--- config.mk ---
export PLATFORM = sky130hd
export DESIGN_NAME = gniu_div_chain
export DESIGN_NICKNAME = d
export VERILOG_FILES = /design/src/rtl/core/gniu_pkg.sv /design/src/rtl/core/gniu_div_cell.sv /design/src/rtl/core/gniu_div_chain.sv
export SDC_FILE = /design/constraint.sdc
export NUM_CORES = 2
export LEC_CHECK = 0
export BUFFER_PORTS_ARGS = -buffer_cell sky130_fd_sc_hd__buf_4
export CORE_MARGIN = 2
export CORE_UTILIZATION = 25
export CTS_CLUSTER_SIZE = 16
export DETAILED_ROUTE_END_ITERATION = 8
export HOLD_SLACK_MARGIN = 0.06
export SYNTH_ARGS = -nofsm -noshare
export SYNTH_HDL_FRONTEND = slang
export SYNTH_SLANG_ARGS = --single-unit
--- constraint.sdc ---
create_clock -name i_clk -period 3.1 [get_ports i_clk]
set_clock_uncertainty 0.2 [all_clocks]
set_input_delay 0.62 -clock i_clk [delete_from_list [all_inputs] [get_ports i_clk]]
set_output_delay 0.62 -clock i_clk [all_outputs]
set_load 0.05 [all_outputs]
--- src/rtl/core/gniu_pkg.sv ---
// gniu_pkg: shared types, constants and helpers for the grid node index unit.
// No dependencies.
package gniu_pkg;

    localparam int unsigned MAX_SIDE_DEF = 1024;
    localparam int unsigned IDX_W  = 30;
    localparam int unsigned CRD_W  = 10;
    localparam int unsigned CFG_W  = 11;

    localparam logic [2:0] MODE_COMPOSE   = 3'd0;
    localparam logic [2:0] MODE_DECOMPOSE = 3'd1;
    localparam logic [2:0] MODE_FACE      = 3'd2;
    localparam logic [2:0] MODE_SIDE      = 3'd3;
    localparam logic [2:0] MODE_CORNER    = 3'd4;

    localparam logic [2:0] FACE_BOTTOM = 3'd0;
    localparam logic [2:0] FACE_RIGHT  = 3'd1;
    localparam logic [2:0] FACE_TOP    = 3'd2;
    localparam logic [2:0] FACE_LEFT   = 3'd3;
    localparam logic [2:0] FACE_BACK   = 3'd4;
    localparam logic [2:0] FACE_FRONT  = 3'd5;

    localparam logic [2:0] SIDE_BOTTOM = 3'd0;
    localparam logic [2:0] SIDE_RIGHT  = 3'd1;
    localparam logic [2:0] SIDE_TOP    = 3'd2;
    localparam logic [2:0] SIDE_LEFT   = 3'd3;

    localparam logic [1:0] REG_SIZE_X = 2'd0;
    localparam logic [1:0] REG_SIZE_Y = 2'd1;
    localparam logic [1:0] REG_SIZE_Z = 2'd2;

    // Item context while dividing.
    typedef struct packed {
        logic [2:0]       mode;
        logic [2:0]       part;
        logic [IDX_W-1:0] pos;
        logic [CRD_W-1:0] ci;
        logic [CRD_W-1:0] rj;
        logic [CRD_W-1:0] lk;
        logic [CFG_W-1:0] sx;
        logic [CFG_W-1:0] sy;
        logic [CFG_W-1:0] sz;
    } t_ctx;

endpackage

--- src/rtl/core/gniu_div_cell.sv ---
// gniu_div_cell: one restoring-division step, registered, with stall.
// Depends on gniu_pkg.
module gniu_div_cell #(
    parameter int unsigned BIT = 0
) (
    input  logic                     i_clk,
    input  logic                     i_rst_n,
    input  logic                     i_en,
    input  logic                     i_vld,
    input  logic [gniu_pkg::IDX_W-1:0] i_num,
    input  logic [gniu_pkg::IDX_W-1:0] i_quo,
    input  logic [gniu_pkg::CFG_W-1:0] i_dsr,
    output logic                     o_vld,
    output logic [gniu_pkg::IDX_W-1:0] o_num,
    output logic [gniu_pkg::IDX_W-1:0] o_quo,
    output logic [gniu_pkg::CFG_W-1:0] o_dsr
);
    import gniu_pkg::*;

    logic [IDX_W+CFG_W-1:0] w_sh;
    logic                   w_ge;
    logic [IDX_W-1:0]       n_num;
    logic [IDX_W-1:0]       n_quo;
    logic                   r_vld;
    logic [IDX_W-1:0]       r_num, r_quo;
    logic [CFG_W-1:0]       r_dsr;

    // Compare divisor << BIT against the partial remainder.
    assign w_sh = {{IDX_W{1'b0}}, i_dsr} << BIT;
    assign w_ge = ({{CFG_W{1'b0}}, i_num} >= w_sh);
    always_comb begin
        n_num = i_num;
        n_quo = i_quo;
        if (w_ge) begin
            n_num = i_num - w_sh[IDX_W-1:0];
            n_quo[BIT] = 1'b1;
        end
    end

    always_ff @(posedge i_clk) begin
        if (!i_rst_n) begin
            r_vld <= 1'b0;
        end else if (i_en) begin
            r_vld <= i_vld;
        end
        if (i_en) begin
            r_num <= n_num;
            r_quo <= n_quo;
            r_dsr <= i_dsr;
        end
    end

    assign o_vld = r_vld;
    assign o_num = r_num;
    assign o_quo = r_quo;
    assign o_dsr = r_dsr;
endmodule

--- src/rtl/core/gniu_div_chain.sv ---
// gniu_div_chain: row of division cells, quotient bits high to low, with
// the item context traveling alongside. Depends on gniu_pkg, gniu_div_cell.
module gniu_div_chain #(
    parameter int unsigned NB = gniu_pkg::IDX_W
) (
    input  logic                       i_clk,
    input  logic                       i_rst_n,
    input  logic                       i_en,
    input  logic                       i_vld,
    input  logic [gniu_pkg::IDX_W-1:0] i_num,
    input  logic [gniu_pkg::CFG_W-1:0] i_dsr,
    input  gniu_pkg::t_ctx             i_ctx,
    output logic                       o_vld,
    output logic [gniu_pkg::IDX_W-1:0] o_quo,
    output logic [gniu_pkg::IDX_W-1:0] o_rem,
    output gniu_pkg::t_ctx             o_ctx
);
    import gniu_pkg::*;

    logic             w_vld [NB+1];
    logic [IDX_W-1:0] w_num [NB+1];
    logic [IDX_W-1:0] w_quo [NB+1];
    logic [CFG_W-1:0] w_dsr [NB+1];
    t_ctx             r_ctx [NB];

    assign w_vld[0] = i_vld;
    assign w_num[0] = i_num;
    assign w_quo[0] = '0;
    assign w_dsr[0] = i_dsr;

    for (genvar g = 0; g < NB; g++) begin : g_cell
        gniu_div_cell #(.BIT(NB-1-g)) u_cell (
            .i_clk, .i_rst_n, .i_en,
            .i_vld(w_vld[g]), .i_num(w_num[g]), .i_quo(w_quo[g]), .i_dsr(w_dsr[g]),
            .o_vld(w_vld[g+1]), .o_num(w_num[g+1]), .o_quo(w_quo[g+1]),
            .o_dsr(w_dsr[g+1])
        );
        always_ff @(posedge i_clk) begin
            if (i_en) begin
                r_ctx[g] <= (g == 0) ? i_ctx : r_ctx[(g == 0) ? 0 : g-1];
            end
        end
    end

    assign o_vld = w_vld[NB];
    assign o_quo = w_quo[NB];
    assign o_rem = w_num[NB];
    assign o_ctx = r_ctx[NB-1];
endmodule

* Word level (Yosys, flattened, before mapping)
Memory sizes are Yosys's and may differ from the RTL's. Cells that the tools add are included.
Operators by class: $lt $le $gt $ge 30, add/subtract/negate cells 30, multiplexer cells 33
Operators with widths (count):
- $mux 30 | 30
- $sub 30x30->30 | 11
- $ge 30x40->1 | 1
- $ge 30x39->1 | 1
- $ge 30x38->1 | 1
- $ge 30x37->1 | 1
- $ge 30x36->1 | 1
- $ge 30x35->1 | 1
- $ge 30x34->1 | 1
- $ge 30x33->1 | 1
- $ge 30x32->1 | 1
- $ge 30x31->1 | 1
- $ge 30x11->1 | 1
- $ge 30x12->1 | 1
- $ge 30x13->1 | 1
- $ge 30x14->1 | 1
- $ge 30x15->1 | 1
- $ge 30x16->1 | 1
- $ge 30x17->1 | 1
- $ge 30x18->1 | 1
- $ge 30x19->1 | 1
- $ge 30x20->1 | 1
- $ge 30x21->1 | 1
- $ge 30x22->1 | 1
- 28 further kinds | 30
Storage, ports and cells: output and inout bits 160, bits in registers 1714, logic and storage cells 242, input bits 144, RAM bits 2970, memories 1
Memories:
- r_ctx | words 30, bits a word 99, rd ports 30, clocked after memory_dff 0, write ports 30, RTL line gniu_div_chain.sv:24 | t_ctx r_ctx [NB];

* Depth between registers and ports, before layout
word-level depth 2, mapped depth 14, mapped depth without buffers 12

* By module
A second synthesis with hierarchy kept.
Unflattened totals: cells, all modules 8560, area, all modules 178488.7 um2
Modules (own cells, without submodules):
- gniu_div_chain | seq. area each 89185.5 um2, times used 1, area each 89189.3 um2, cells each 2971
- gniu_div_cell (g_cell[29].u_cell) | seq. area each 2152.1 um2, times used 1, area each 3407.0 um2, cells each 252
- gniu_div_cell (g_cell[24].u_cell) | seq. area each 2152.1 um2, times used 1, area each 3311.9 um2, cells each 234
- gniu_div_cell (g_cell[27].u_cell) | seq. area each 2152.1 um2, times used 1, area each 3294.4 um2, cells each 243
- gniu_div_cell (g_cell[28].u_cell) | seq. area each 2152.1 um2, times used 1, area each 3289.4 um2, cells each 244
- gniu_div_cell (g_cell[25].u_cell) | seq. area each 2152.1 um2, times used 1, area each 3278.1 um2, cells each 233
- gniu_div_cell (g_cell[26].u_cell) | seq. area each 2152.1 um2, times used 1, area each 3258.1 um2, cells each 225
- gniu_div_cell (g_cell[22].u_cell) | seq. area each 2152.1 um2, times used 1, area each 3248.1 um2, cells each 224
- gniu_div_cell (g_cell[23].u_cell) | seq. area each 2152.1 um2, times used 1, area each 3246.9 um2, cells each 223
- gniu_div_cell (g_cell[20].u_cell) | seq. area each 2152.1 um2, times used 1, area each 3183.1 um2, cells each 229
- gniu_div_cell (g_cell[16].u_cell) | seq. area each 2152.1 um2, times used 1, area each 3181.8 um2, cells each 204
- gniu_div_cell (g_cell[18].u_cell) | seq. area each 2152.1 um2, times used 1, area each 3175.5 um2, cells each 214
- gniu_div_cell (g_cell[21].u_cell) | seq. area each 2152.1 um2, times used 1, area each 3114.2 um2, cells each 213
- gniu_div_cell (g_cell[15].u_cell) | seq. area each 2152.1 um2, times used 1, area each 3110.5 um2, cells each 202
- +17 rows

* Worst setup path after synthesis
No wires, ideal clock.
path type flip-flop to flip-flop, start register g_cell[24].u_cell.r_num[4], end register g_cell[25].u_cell.r_num[5] (data pin), required time 2.638 ns, setup slack -0.235 ns, arrival 2.873 ns, setup time 0.262 ns, buffers on the path 1, clock period less this slack 3.335 ns, cell stages (with the launch flop) 12, cell sequence edfxtp_1 inv_1 ha_1 inv_1 fa_1 a21oi_1 o21ai_1 a2111oi_0 o31ai_1 a211oi_4 buf_4 mux2_1
On the way: word-level cells in the longest chain between the ends 2, elaborated cells between the ends (all ways) 3, classes of those cells 1 x add/sub; 1 x order compare; 1 x mux
Ends and longest elaborated chain:
- start, declared | RTL line gniu_div_cell.sv:25 | logic [IDX_W-1:0] r_num, r_quo;
- start signal, assigned | RTL line gniu_div_cell.sv:47 | r_num <= n_num;
- $sub 30x15->30 / $ge 30x15->1 (equally long branches) | RTL line gniu_div_cell.sv:35, gniu_div_cell.sv:30
- $mux 30 (*) | RTL line gniu_div_cell.sv:34 | if (w_ge) begin
- via g_cell[25].u_cell.n_num[5] | RTL line gniu_div_cell.sv:22 | logic [IDX_W-1:0] n_num;
- end signal, assigned | RTL line gniu_div_cell.sv:47
- end, declared | RTL line gniu_div_cell.sv:25
The timed path passes the listed nets; every way through them passes the cells marked *. A chain may end at the register's enable or synchronous reset.

* Final worst setup path
start register g_cell[26].u_cell.r_num[2], end register g_cell[27].u_cell.r_num[5] (data pin)
On the way: word-level cells in the longest chain between the ends 2, elaborated cells between the ends (all ways) 3, classes of those cells 1 x add/sub; 1 x order compare; 1 x mux
Ends and longest elaborated chain (RTL line):
- start, declared | gniu_div_cell.sv:25
- start signal, assigned | gniu_div_cell.sv:47
- $sub 30x13->30 / $ge 30x13->1 (equally long branches) | gniu_div_cell.sv:35, gniu_div_cell.sv:30
- $mux 30 (*) | gniu_div_cell.sv:34
- via g_cell[27].u_cell.n_num[5] | gniu_div_cell.sv:22
- end signal, assigned | gniu_div_cell.sv:47
- end, declared | gniu_div_cell.sv:25
Marked as above.

==> impl_metrics.py <==
metrics = {
    "logic_synthesis": {
        "async_flop_share": 0,
        "synth_area_per_cell_sq_um": 20.4,
        "yosys.cell_types.count": 92,
        "mappedNetlistNets": 8414,
        "yosys_warnings": 0,
        "synth_edf_count": 4654,
        "synth_seq_cells": 4684,
        "seq_area_frac_synth": 0.863,
        "synth_flop_cell": "edfxtp_1",
        "syn-cell-area_sq_um": 163000,
        "postSynthCellCount": 7967,
    },
    "clocking": {
        "cts-root-buf": "clkbuf_16",
        "clkTransAtPathRegs_ns": 0.06,
        "cts_made_buffers": 461,
        "clock_sinks": 4684,
        "clockBufferDepth": 4,
        "insertion_delay_ns": 1.05,
        "cts_tree": "yes",
        "h-tree-depth": 5,
    },
    "finish": {
        "area_growth_pct": 21.7,
        "multiInputGateArea_sq_um": 20900,
        "drive_above_1_share": 0.172,
        "final_area_sq_um": 198000,
        "final_common_cell": "edfxtp_1",
        "fin_cells": 18300,
        "final_cell_mix": "edfxtp_1 (4654), buf_4 (620), clkbuf_16 (461)",
        "seqCellArea_sq_um": 140000,
        "fill_cells": 62300,
        "fin_nets": 9715,
    },
    "pwr": {
        "leakage_nw": 67.9,
        "powerDensity_nw_per_um2": 745,
        "vdd_drop_max_uv": 588,
    },
    "timing": {
        "period_needed_ns": 3.19,
        "hold_viol": 0,
        "finalCritPeriodShare": 1.03,
        "finalMaxSlewViolations": 0,
        "relSlewSlack": 0.473,
        "rsz0062_at_grt": "true",
        "worst_slack_ns": -0.0874,
        "fmax_mhz": 314,
        "setup_viol": 25,
        "worst_slew_pin_slew_ns": 0.790,
    },
    "routing": {
        "drt-initial-drc-count": 4663,
        "drcViolationCount": 0,
        "drtAntennaViolNets": 0,
        "finalWirelength_mm": 245,
        "dr.pass1.iters": 5,
        "drt-wirelength-per-cell_microns": 13.4,
        "routed_via_density": 3.76,
        "via_count": 68800,
    },
    "floorplanning": {
        "die_width_microns": 811,
        "rows": 296,
        "core-area_sq_um": 649000,
        "boundaryPins": 304,
        "start_util": 0.251,
        "die_area_sq_um": 657000,
        "die_h_microns": 811,
    },
    "placed_design": {
        "numPortBuffers": 303,
        "place_congestion": 0.808,
        "dpl-instance-area_sq_um": 179000,
        "placed_cells": 17100,
        "dp_slack_ns": -0.255,
        "dp_hpwl_mm": 154,
    },
    "global_routing": {
        "grt_pass1_wl_mm": 383,
        "antenna_found_initial": 8,
        "grt_pass1_vias": 69800,
        "grt.total_usage": 0.0714,
        "grt_max_degree": 78,
        "overflow": 0,
    },
    "worst_setup_path": {
        "cp_max_fo": 6,
        "cpMaxStageDelayCell": "or4_4",
        "worstPathCellList": "inv_1 -> ha_2 -> inv_2 -> fa_2 -> a211oi_2 -> buf_4 -> o21ai_2 -> a22o_1 -> buf_6 -> or4_4 -> buf_8 -> mux2_4",
        "cpLargestDelayFamily": "buffers and inverters",
        "critPathRequiredTime_ns": 3.61,
        "cp_num_buf_inv": 5,
        "slowest_delay_ns": 0.46,
        "arrival_ns": 3.69,
        "endpoint_kind": "flop",
        "crit_type": "reg -> reg",
        "cp-start-kind": "flop",
    },
    "run": {
        "cap_violations": 0,
    },
    "hold_path": {
        "hp-class": "reg -> reg",
    },
    "run_status": {
        "violations": "setup timing",
        "status": "finished with violations",
    },
}
## registers in the layout, indices dropped and copies added (netlist names)
signal / cells
r_ctx: 2970
g_cell.u_cell.o_num: 900
g_cell.u_cell.o_quo: 465
g_cell.u_cell.o_dsr: 319
g_cell.u_cell.o_vld: 30
## per-layer routing
metal  routed length (microns)  GRT usage  share of wire
met3                     10600     0.0151          0.043
met1                    103000     0.0852           0.42
met2                    124000      0.127           0.51
met4                      8000     0.0257          0.033
met5                         0          0              0
## repair_timing
item,4_1_cts,5_1_grt
hold buffers,259,0
hold endpoints to repair,178,0
pin swaps,14,62
gates resized for setup,49,194
setup endpoints to repair,102,231
gates cloned,1,0
setup buffers,13,40
## cells in the mapped netlist (27+ instances only)
library cell,instances,area [sq um]
or4_1,34,255
nor3_1,95,475
nor2_1,268,1010
dfxtp_1,30,601
nor4_1,126,788
xor2_1,163,1430
or3_1,47,294
fa_1,28,561
o21ai_0,189,946
nand4_1,55,344
o31ai_1,27,203
mux2_2,64,721
xnor2_1,180,1580
buf_4,102,766
a21o_1,62,465
a21oi_1,199,996
nand3_1,54,270
inv_1,372,1400
clkbuf_1,50,188
mux2i_1,59,591
edfxtp_1,4654,140000
nand2_1,220,826
nor2b_1,87,544
nand2b_1,48,300
nor4b_1,30,263
o21a_1,49,368
o21ai_1,29,145
mux2_1,38,428
ha_1,275,3440
## kinds of logic (layout without fill, tap and decap cells)
logic type | Yosys count | count (layout) | share of synthesized area
other | 0 | 6 | 0
buffers and inverters | 544 | 2235 | 0.0150
AO/OA/AOI/OAI | 728 | 728 | 0.0280
flip-flops | 4684 | 4684 | 0.863
AND/OR/NAND/NOR | 1204 | 1204 | 0.0403
XOR/XNOR | 343 | 343 | 0.0185
adder cells (fa/ha/maj) | 303 | 303 | 0.0246
multiplexers | 161 | 161 | 0.0107
## path summary, 6_finish.rpt
check	start	to	slack, ns	cells past startpoint
setup / recovery	g_cell[26].u_cell.o_num[2]$_DFFE_PP_	g_cell[27].u_cell.o_num[5]$_DFFE_PP_	-0.09	12
hold / removal	r_ctx[1][483]$_DFFE_PP_	r_ctx[1][582]$_DFFE_PP_	0.09	0
setup reg to reg	g_cell[26].u_cell.o_num[2]$_DFFE_PP_	g_cell[27].u_cell.o_num[5]$_DFFE_PP_	-0.09	12
hold reg to reg	r_ctx[1][483]$_DFFE_PP_	r_ctx[1][582]$_DFFE_PP_	0.09	0
## power by group
| part | total, mW | switching (mW) | internal, mW |
|---|---|---|---|
| registers | 78.5 | 2.49 | 76.0 |
| logic | 15.4 | 8.57 | 6.79 |
| clock network | 53.6 | 23.3 | 30.4 |
## cell type report
class	count	share of cell area
Sequential cell	4684	0.709
Multi-Input combinational cell	2739	0.106
Clock buffer	563	0.0602
Tap cell	8642	0.0546
Timing Repair Buffer	1007	0.0487
Clock inverter	290	0.0146
Inverter	375	0.00715
Antenna cell	6	0.0000758
## through the flow
stage / power, mW / hold slack, ns / TNS [ns] / util
final: 147 / 0.0939 / -1.07 / 0.305
after floorplan: 88.1 / 0.200 / 0 / -
after global placement: 93.7 / 0.200 / -10.84 / 0.276
after CTS: 149 / 0.0620 / -1.18 / 0.303
after global routing: 154 / 0.0984 / -5.09 / 0.305
after detailed placement: 94.1 / 0.205 / -8.38 / 0.276
## worst reg2reg max path: cells and delay by family, from the launching register on
kind                     cells  cell delay (ns)
flip-flops                   1             0.38
AO/OA/AOI/OAI                3             0.51
multiplexers                 1             0.29
adder cells (fa/ha/maj)      2             0.53
AND/OR/NAND/NOR              1             0.46
buffers and inverters        5             0.56
(Power assumes the default switching activity.)
